### src/rtl/fpa_pkg.sv
// Package for the fit placement allocator: codes, fixed field widths and the
// scan control struct. No dependencies; imported by fpa_scan and the top level.
package fpa_pkg;

  // Fixed widths of the item and result fields and of the registers.
  localparam int FUNC_W   = 1;
  localparam int INDEX_W  = 4;
  localparam int AMOUNT_W = 16;
  localparam int STATUS_W = 2;
  localparam int POLICY_W = 2;
  localparam int COUNT_W  = 5;
  localparam int CFG_IDX_W = 1;

  // Item function codes.
  localparam logic [FUNC_W-1:0] FUNC_LOAD    = 1'b0;
  localparam logic [FUNC_W-1:0] FUNC_REQUEST = 1'b1;

  // Result status codes.
  localparam logic [STATUS_W-1:0] ST_LOADED = 2'd0;
  localparam logic [STATUS_W-1:0] ST_PLACED = 2'd1;
  localparam logic [STATUS_W-1:0] ST_NOFIT  = 2'd2;

  // Placement policies.
  localparam logic [POLICY_W-1:0] POL_FIRST = 2'd0;
  localparam logic [POLICY_W-1:0] POL_NEXT  = 2'd1;
  localparam logic [POLICY_W-1:0] POL_BEST  = 2'd2;
  localparam logic [POLICY_W-1:0] POL_WORST = 2'd3;

  // Configuration register indexes.
  localparam logic [CFG_IDX_W-1:0] REG_POLICY = 1'b0;
  localparam logic [CFG_IDX_W-1:0] REG_COUNT  = 1'b1;

  // Control from the sequencer to the candidate evaluator.
  typedef struct packed {
    logic clear;   // a new request starts; forget the previous pick
    logic sample;  // memory read data is valid this cycle
  } scan_ctl_t;

endpackage

### src/rtl/fpa_mem.sv
// Partition table memory: one word per partition holding the taken mark and
// the size. One write port, one read port with registered read data.
module fpa_mem #(
  parameter int DEPTH     = 16,
  parameter int ADDR_W    = 4,
  parameter int SIZE_BITS = 16
) (
  input  logic                 clk,
  input  logic                 wr_en,
  input  logic [ADDR_W-1:0]    wr_addr,
  input  logic [SIZE_BITS-1:0] wr_size,
  input  logic                 wr_taken,
  input  logic [ADDR_W-1:0]    rd_addr,
  output logic [SIZE_BITS-1:0] rd_size,
  output logic                 rd_taken
);

  logic [SIZE_BITS:0] mem [DEPTH];

  // Write port.
  always_ff @(posedge clk) begin
    if (wr_en) begin
      mem[wr_addr] <= {wr_taken, wr_size};
    end
  end

  // Read port, with registered read data.
  always_ff @(posedge clk) begin
    {rd_taken, rd_size} <= mem[rd_addr];
  end

endmodule

### src/rtl/fpa_scan.sv
// Candidate evaluator: in each cycle with ctl.sample set, looks at one partition
// from the table memory and keeps the pick for the active policy. Uses fpa_pkg.
module fpa_scan
  import fpa_pkg::*;
#(
  parameter int ADDR_W    = 4,
  parameter int SIZE_BITS = 16
) (
  input  logic                 clk,
  input  logic                 rst,
  input  scan_ctl_t            ctl,
  input  logic [POLICY_W-1:0]  policy,
  input  logic [AMOUNT_W-1:0]  want,
  input  logic [SIZE_BITS-1:0] rd_size,
  input  logic                 rd_taken,
  input  logic [ADDR_W-1:0]    rd_idx,
  output logic                 found,
  output logic [ADDR_W-1:0]    pick_idx,
  output logic [SIZE_BITS-1:0] pick_size
);

  localparam int CMP_W = (SIZE_BITS > AMOUNT_W) ? SIZE_BITS : AMOUNT_W;

  logic [CMP_W-1:0] best;
  logic [CMP_W-1:0] left;
  logic             fits;
  logic             better;
  logic             take;

  // A free partition that is large enough is a candidate; best and worst fit
  // replace the pick only on a strictly better leftover, so ties keep the
  // lowest index. First and next fit keep the first candidate in scan order.
  always_comb begin
    fits = !rd_taken && (CMP_W'(rd_size) >= CMP_W'(want));
    left = CMP_W'(rd_size) - CMP_W'(want);
    case (policy)
      POL_BEST:  better = left < best;
      POL_WORST: better = left > best;
      default:   better = 1'b0;
    endcase
    take = ctl.sample && fits && (!found || better);
  end

  // Found flag.
  always_ff @(posedge clk) begin
    if (rst) begin
      found <= 1'b0;
    end else if (ctl.clear) begin
      found <= 1'b0;
    end else if (take) begin
      found <= 1'b1;
    end
  end

  // Pick payload.
  always_ff @(posedge clk) begin
    if (take) begin
      pick_idx  <= rd_idx;
      pick_size <= rd_size;
      best      <= left;
    end
  end

endmodule

### src/rtl/fit_placement_allocator.sv
// Top level of the fit placement allocator: sequencer, configuration
// registers and result register. Uses fpa_pkg, fpa_mem and fpa_scan.
//
//   channel  direction  handshake                    payload
//   item     in         item_valid / item_stall      func, part_index, amount
//   result   out        result_valid / result_stall  status, chosen_index
//   config   in         cfg_write_en                 cfg_index, cfg_data
//
// A load or a zero count goes straight to the result register. Any other request
// scans the active partitions through the one read port, one partition per cycle,
// and a placement then marks the pick taken before the result register loads.
// Reset leaves the taken marks; only loads clear them. Sizes are undefined until
// loaded. One item is in work at a time; the next item is accepted in the cycle
// after the result register loads, even while that beat waits under result_stall.
module fit_placement_allocator
  import fpa_pkg::*;
#(
  parameter int MAX_PARTITIONS = 16,
  parameter int SIZE_BITS      = 16
) (
  input  logic                 clk,
  input  logic                 rst,
  input  logic                 item_valid,
  output logic                 item_stall,
  input  logic [FUNC_W-1:0]    func,
  input  logic [INDEX_W-1:0]   part_index,
  input  logic [AMOUNT_W-1:0]  amount,
  output logic                 result_valid,
  input  logic                 result_stall,
  output logic [STATUS_W-1:0]  status,
  output logic [INDEX_W-1:0]   chosen_index,
  input  logic                 cfg_write_en,
  input  logic [CFG_IDX_W-1:0] cfg_index,
  input  logic [COUNT_W-1:0]   cfg_data
);

  localparam int ADDR_W = (MAX_PARTITIONS > 1) ? $clog2(MAX_PARTITIONS) : 1;
  localparam int CNT_W  = $clog2(MAX_PARTITIONS + 1);

  localparam logic [1:0] S_IDLE = 2'd0;
  localparam logic [1:0] S_SCAN = 2'd1;
  localparam logic [1:0] S_MARK = 2'd2;
  localparam logic [1:0] S_DONE = 2'd3;

  logic [1:0]           state;
  logic [POLICY_W-1:0]  policy;
  logic [COUNT_W-1:0]   partition_count;
  logic [ADDR_W-1:0]    rover;
  logic [AMOUNT_W-1:0]  want;
  logic [CNT_W-1:0]     n_act;
  logic [CNT_W-1:0]     n_cur;
  logic [CNT_W-1:0]     issued;
  logic [ADDR_W-1:0]    scan_addr;
  logic [ADDR_W-1:0]    scan_start;
  logic [ADDR_W-1:0]    scan_addr_next;
  logic [CNT_W-1:0]     addr_inc;
  logic                 pend;
  logic [ADDR_W-1:0]    pend_idx;
  logic [STATUS_W-1:0]  res_status;
  logic [INDEX_W-1:0]   res_index;
  logic                 accept;
  logic                 slot_free;
  logic                 load_in_table;
  logic                 mem_we;
  logic [ADDR_W-1:0]    mem_waddr;
  logic [SIZE_BITS-1:0] mem_wsize;
  logic                 mem_wtaken;
  logic [SIZE_BITS-1:0] rd_size;
  logic                 rd_taken;
  logic                 found;
  logic [ADDR_W-1:0]    pick_idx;
  logic [SIZE_BITS-1:0] pick_size;
  logic [CNT_W-1:0]     pick_inc;
  scan_ctl_t            scan_ctl;

  assign item_stall = (state != S_IDLE);
  assign accept     = item_valid && !item_stall;
  assign slot_free  = !result_valid || !result_stall;

  // Active count, clipped to the table depth, and the scan starting point.
  always_comb begin
    if (32'(partition_count) > MAX_PARTITIONS) begin
      n_act = CNT_W'(MAX_PARTITIONS);
    end else begin
      n_act = CNT_W'(partition_count);
    end
    if (policy == POL_NEXT && (32'(rover) < 32'(n_act))) begin
      scan_start = rover;
    end else begin
      scan_start = '0;
    end
    addr_inc = CNT_W'(scan_addr) + CNT_W'(1);
    scan_addr_next = (addr_inc >= n_cur) ? '0 : ADDR_W'(addr_inc);
    pick_inc = CNT_W'(pick_idx) + CNT_W'(1);
    load_in_table = (32'(part_index) < MAX_PARTITIONS);
  end

  // Memory write port: a load at acceptance, or the taken mark of the pick.
  always_comb begin
    mem_we     = 1'b0;
    mem_waddr  = pick_idx;
    mem_wsize  = pick_size;
    mem_wtaken = 1'b1;
    if (accept && func == FUNC_LOAD) begin
      mem_we     = load_in_table;
      mem_waddr  = ADDR_W'(part_index);
      mem_wsize  = SIZE_BITS'(amount);
      mem_wtaken = 1'b0;
    end else if (state == S_MARK) begin
      mem_we = 1'b1;
    end
  end

  assign scan_ctl.clear  = accept && func == FUNC_REQUEST;
  assign scan_ctl.sample = pend;

  fpa_mem #(
    .DEPTH     (MAX_PARTITIONS),
    .ADDR_W    (ADDR_W),
    .SIZE_BITS (SIZE_BITS)
  ) u_mem (
    .clk      (clk),
    .wr_en    (mem_we),
    .wr_addr  (mem_waddr),
    .wr_size  (mem_wsize),
    .wr_taken (mem_wtaken),
    .rd_addr  (scan_addr),
    .rd_size  (rd_size),
    .rd_taken (rd_taken)
  );

  fpa_scan #(
    .ADDR_W    (ADDR_W),
    .SIZE_BITS (SIZE_BITS)
  ) u_scan (
    .clk       (clk),
    .rst       (rst),
    .ctl       (scan_ctl),
    .policy    (policy),
    .want      (want),
    .rd_size   (rd_size),
    .rd_taken  (rd_taken),
    .rd_idx    (pend_idx),
    .found     (found),
    .pick_idx  (pick_idx),
    .pick_size (pick_size)
  );

  // Configuration registers.
  always_ff @(posedge clk) begin
    if (rst) begin
      policy          <= POL_FIRST;
      partition_count <= '0;
    end else if (cfg_write_en) begin
      unique case (cfg_index)
        REG_POLICY: policy          <= cfg_data[POLICY_W-1:0];
        REG_COUNT:  partition_count <= cfg_data;
        default:    ;
      endcase
    end
  end

  // Read tracking: the data for an address issued now is evaluated next cycle.
  always_ff @(posedge clk) begin
    if (rst) begin
      pend <= 1'b0;
    end else begin
      pend <= (state == S_SCAN) && (issued != n_cur);
    end
  end

  always_ff @(posedge clk) begin
    pend_idx <= scan_addr;
  end

  // Sequencer.
  always_ff @(posedge clk) begin
    if (rst) begin
      state <= S_IDLE;
      rover <= '0;
    end else begin
      unique case (state)
        S_IDLE: begin
          if (accept) begin
            if (func == FUNC_LOAD) begin
              res_status <= ST_LOADED;
              res_index  <= '0;
              state      <= S_DONE;
            end else if (n_act == '0) begin
              res_status <= ST_NOFIT;
              res_index  <= '0;
              state      <= S_DONE;
            end else begin
              want      <= amount;
              n_cur     <= n_act;
              scan_addr <= scan_start;
              issued    <= '0;
              state     <= S_SCAN;
            end
          end
        end
        S_SCAN: begin
          if (issued != n_cur) begin
            scan_addr <= scan_addr_next;
            issued    <= issued + CNT_W'(1);
          end else if (!pend) begin
            if (found) begin
              state <= S_MARK;
            end else begin
              res_status <= ST_NOFIT;
              res_index  <= '0;
              state      <= S_DONE;
            end
          end
        end
        S_MARK: begin
          if (policy == POL_NEXT) begin
            rover <= (pick_inc >= n_cur) ? '0 : ADDR_W'(pick_inc);
          end
          res_status <= ST_PLACED;
          res_index  <= INDEX_W'(pick_idx);
          state      <= S_DONE;
        end
        S_DONE: begin
          if (slot_free) begin
            state <= S_IDLE;
          end
        end
        default: state <= S_IDLE;
      endcase
    end
  end

  // Result register: one beat waits here while the next item is accepted.
  always_ff @(posedge clk) begin
    if (rst) begin
      result_valid <= 1'b0;
    end else if (state == S_DONE && slot_free) begin
      result_valid <= 1'b1;
    end else if (!result_stall) begin
      result_valid <= 1'b0;
    end
  end

  always_ff @(posedge clk) begin
    if (state == S_DONE && slot_free) begin
      status       <= res_status;
      chosen_index <= res_index;
    end
  end

endmodule

### config.mk
export PLATFORM = sky130hd
export DESIGN_NAME = fit_placement_allocator
export DESIGN_NICKNAME = d
export VERILOG_FILES = /design/src/rtl/fpa_pkg.sv /design/src/rtl/fpa_mem.sv /design/src/rtl/fpa_scan.sv /design/src/rtl/fit_placement_allocator.sv
export SDC_FILE = /design/constraint.sdc
export NUM_CORES = 1
export LEC_CHECK = 0
export BUFFER_PORTS_ARGS = -buffer_cell sky130_fd_sc_hd__buf_2
export CORE_UTILIZATION = 56
export DETAILED_ROUTE_END_ITERATION = 6
export HOLD_SLACK_MARGIN = 0.12
export PLACE_DENSITY = 0.75
export SLEW_MARGIN = 25
export SYNTH_ARGS = -nofsm -noshare
export SYNTH_HDL_FRONTEND = slang
export SYNTH_HIERARCHICAL = 1
export SYNTH_SLANG_ARGS = --single-unit
### constraint.sdc
create_clock -name clk -period 4.15 [get_ports clk]
set_input_delay 1.0375 -clock clk [delete_from_list [all_inputs] [get_ports clk]]
set_output_delay 1.0375 -clock clk [all_outputs]
set_load 0.01 [all_outputs]
==> flow_metrics.env <==
export IMPL_setup_violations=36
export IMPL_path_clk_slew_ns=0.06
export IMPL_relSlewSlack=0.2921
export IMPL_finalHoldViolCount=0
export IMPL_floorplan_initialDensity=0.5727
export IMPL_cts_made_buffers=39
export IMPL_fin_util=0.6551
export IMPL_yosysWarnings=6
export IMPL_drv_cap=0
export IMPL_die_h_um=171.0
export IMPL_mostFrequentLayoutCells="edfxtp_1 (350), mux4_2 (65), inv_1 (54)"
export IMPL_critPathMaxFanout=8
export IMPL_wl_per_cell_um=23.42
export IMPL_syn_area_um2=16000
export IMPL_synth_area_leaders="edfxtp_1 (66%), mux4_2 (9.2%), dfxtp_1 (4.6%)"
export IMPL_fmax_ghz=0.2331
export IMPL_wirelength_um=33250
export IMPL_fill_cells=1857
export IMPL_power_density_nw_per_um2=535.5
export IMPL_layout_nets=1098
export IMPL_synth_cells=919
export IMPL_worstMarginPinSlew_ns=1.062
export IMPL_place_congestion=0.8453
export IMPL_syn_nets=1005
export IMPL_grt_usage=0.2333
export IMPL_final_common_cell="edfxtp_1"
export IMPL_vias_per_cell=6.050
export IMPL_core_area_um2=27930
export IMPL_synth_area_per_cell_um2=17.41
export IMPL_ys_ff_latch=387
export IMPL_tns_ns=-4.339
export IMPL_antenna_found_initial=0
export IMPL_drc_errors=0
export IMPL_violations="negative setup slack"
export IMPL_ant_nets=0
export IMPL_synth_cell_types=71
export IMPL_antenna_cells=0
export IMPL_synthFlopType="edfxtp_1"
export IMPL_gr_total_overflow=0
export IMPL_die_area_um2=29250
export IMPL_drtIter0Drc=951
export IMPL_synth_top_area_cell="edfxtp_1"
export IMPL_skew_ns=0.01662
export IMPL_min_period_ns=4.291
export IMPL_first_global_vias=8556
export IMPL_clk_path_buf_depth=3
export IMPL_pre_cts_ws_ns=-0.06815
export IMPL_hold_class="reg2reg"
export IMPL_hold_buffers=0
export IMPL_status="finished with violations"
export IMPL_synth_edf_count=350
export IMPL_cts_tree="built"
export IMPL_crit_arrival_ns=4.52
export IMPL_portBuffers=39
export IMPL_vdd_ir_drop_max_mv=0.3251
export IMPL_path_cells="inv_1, ha_1, nor2b_4, o31a_1, o41a_1, a221oi_2, o21bai_1, xor2_1, ha_1, a21o_1, a21o_1, a221o_1, o41ai_2, o21bai_1, and3b_4, clkbuf_16"
export IMPL_io_pins=40
export IMPL_slew_viol_final=0
export IMPL_dr_pass1_iters=5
export IMPL_crit_buf_inv=2
export IMPL_rsz0062_at_grt="yes"
export IMPL_cp_start_kind="register"
export IMPL_cts_root_buffer="clkbuf_16"
export IMPL_drive_gt1_frac=0.2265
export IMPL_clk_latency_ns=0.52
export IMPL_cellLeakagePower_uw=0.006457
export IMPL_grt_pass1_wl_um=49930
export IMPL_ys_seq_area_frac=0.7033
export IMPL_fin_crit_sh=1.034
export IMPL_cpPeakStageDelay_ns=0.46
export IMPL_required_ns=4.38
export IMPL_hold_worst_slack_ns=0.4023
export IMPL_crit_family="compound AO/OA/AOI/OAI gates"
export IMPL_rows=61
export IMPL_end_kind="register"
export IMPL_setup_slack_ns=-0.1408
export IMPL_grt_max_degree=60
export IMPL_area_delta_synth_final_pct=14.38
export IMPL_cts_sinks=387
export IMPL_synth_top_area_frac=0.6570
export IMPL_async_flop_share=0
export IMPL_critPathKind="reg2reg"
export IMPL_critical_path_slowest_cell="o41a_1"
export IMPL_h_tree_depth=2
export IMPL_die_w_um=171.0
export IMPL_hpwl_um=20770
export IMPL_vias=8591
## synth_stat cells, types with 4 or more instances
cell type,count
nor2_1,25
mux2_1,18
nand4_1,5
ha_1,53
nand3_1,16
xor2_1,6
a21o_1,9
mux4_2,65
xnor2_1,17
nor3_1,5
inv_1,54
o211ai_1,5
and3_1,7
clkbuf_1,14
buf_2,11
nand2b_1,11
a21oi_1,25
dfxtp_1,37
o21bai_1,5
nand3b_1,4
and2_1,10
nor2b_1,7
a22oi_1,34
nand2_1,47
edfxtp_1,350
o21ai_1,4
o21ai_0,11
## metrics by stage
stage / instances / total power (µW) / cell area [µm²]
after global routing: 1420 / 10180 / 18300
after detailed placement: 1346 / 6348 / 16960
after floorplan: 919 / 5852 / 16000
after global placement: 1345 / 6296 / 16950
final: 1420 / 9798 / 18300
after CTS: 1417 / 9826 / 18240
## worst reg2reg max path: stages, from the launching register on
cell       delay, ns
edfxtp_1        0.39
inv_1           0.10
ha_1            0.27
nor2b_4         0.14
o31a_1          0.25
o41a_1          0.46
a221oi_2        0.28
o21bai_1        0.10
xor2_1          0.16
ha_1            0.30
a21o_1          0.17
a21o_1          0.18
a221o_1         0.34
o41ai_2         0.21
o21bai_1        0.16
and3b_4         0.32
clkbuf_16       0.19
## state kept, by name, summed over array words and instances, names as in the netlist
name and count:
u_mem/mem 272, u_mem/rd_size 16, u_scan/best 16, u_scan/pick_size 16
want 16, issued 5, n_cur 5, partition_count 5
chosen_index 4, pend_idx 4, res_index 4, rover 4
scan_addr 4, u_scan/pick_idx 4, policy 2, res_status 2
state 2, status 2, pend 1, result_valid 1
u_mem/rd_taken 1, u_scan/found 1
## metal layers
| metal | vias up | track usage | wire (µm) |
|---|---|---|---|
| met2 | 319 | 0.3830 | 16280 |
| met4 | 0 | 0.06871 | 709 |
| li1 | 3820 | - | - |
| met5 | - | 0 | 0 |
| met1 | 4394 | 0.3280 | 14190 |
| met3 | 58 | 0.03146 | 2072 |
## timing repair
action	CTS	global route
setup endpoints to repair	36	36
setup buffers	0	1
gates resized for setup	0	2
gates cloned	0	2
pin swaps	0	5
## cell families after synthesis
group | count (synthesis) | synth area share
simple gates | 147 | 0.04622
xor+xnor | 23 | 0.01259
fa+ha+maj | 54 | 0.04270
buf+inv | 85 | 0.02323
mux | 90 | 0.1118
compound gates | 133 | 0.06015
flops | 387 | 0.7033
## final timing paths
path | start | to | slack (ns) | depth (start not counted)
min | pend_idx[0] | u_scan/pick_idx[0] | 0.40 | 0
max reg2reg | want[1] | u_scan/pick_size[5] | -0.14 | 16
max | want[1] | u_scan/pick_size[5] | -0.14 | 16
min reg2reg | pend_idx[0] | u_scan/pick_idx[0] | 0.40 | 0
## report_power, final
part           leakage [µW]  internal [µW]  switching, µW
registers           0.00347           4610            101
logic               0.00236            644            952
clock network      0.000627           2080           1400
total               0.00646           7340           2460
## cell type report
cell class | count | area (µm²) | share of cell area
clock buffers | 50 | 1037 | 0.05668
well taps | 378 | 473.0 | 0.02585
repair buffers | 83 | 663.1 | 0.03624
multi-input cells | 447 | 4438 | 0.2425
flip-flops and latches | 387 | 11250 | 0.6148
clock inverters | 21 | 234.0 | 0.01279
inverters | 54 | 202.7 | 0.01108
No activity file was read; power rests on OpenSTA's default activity.
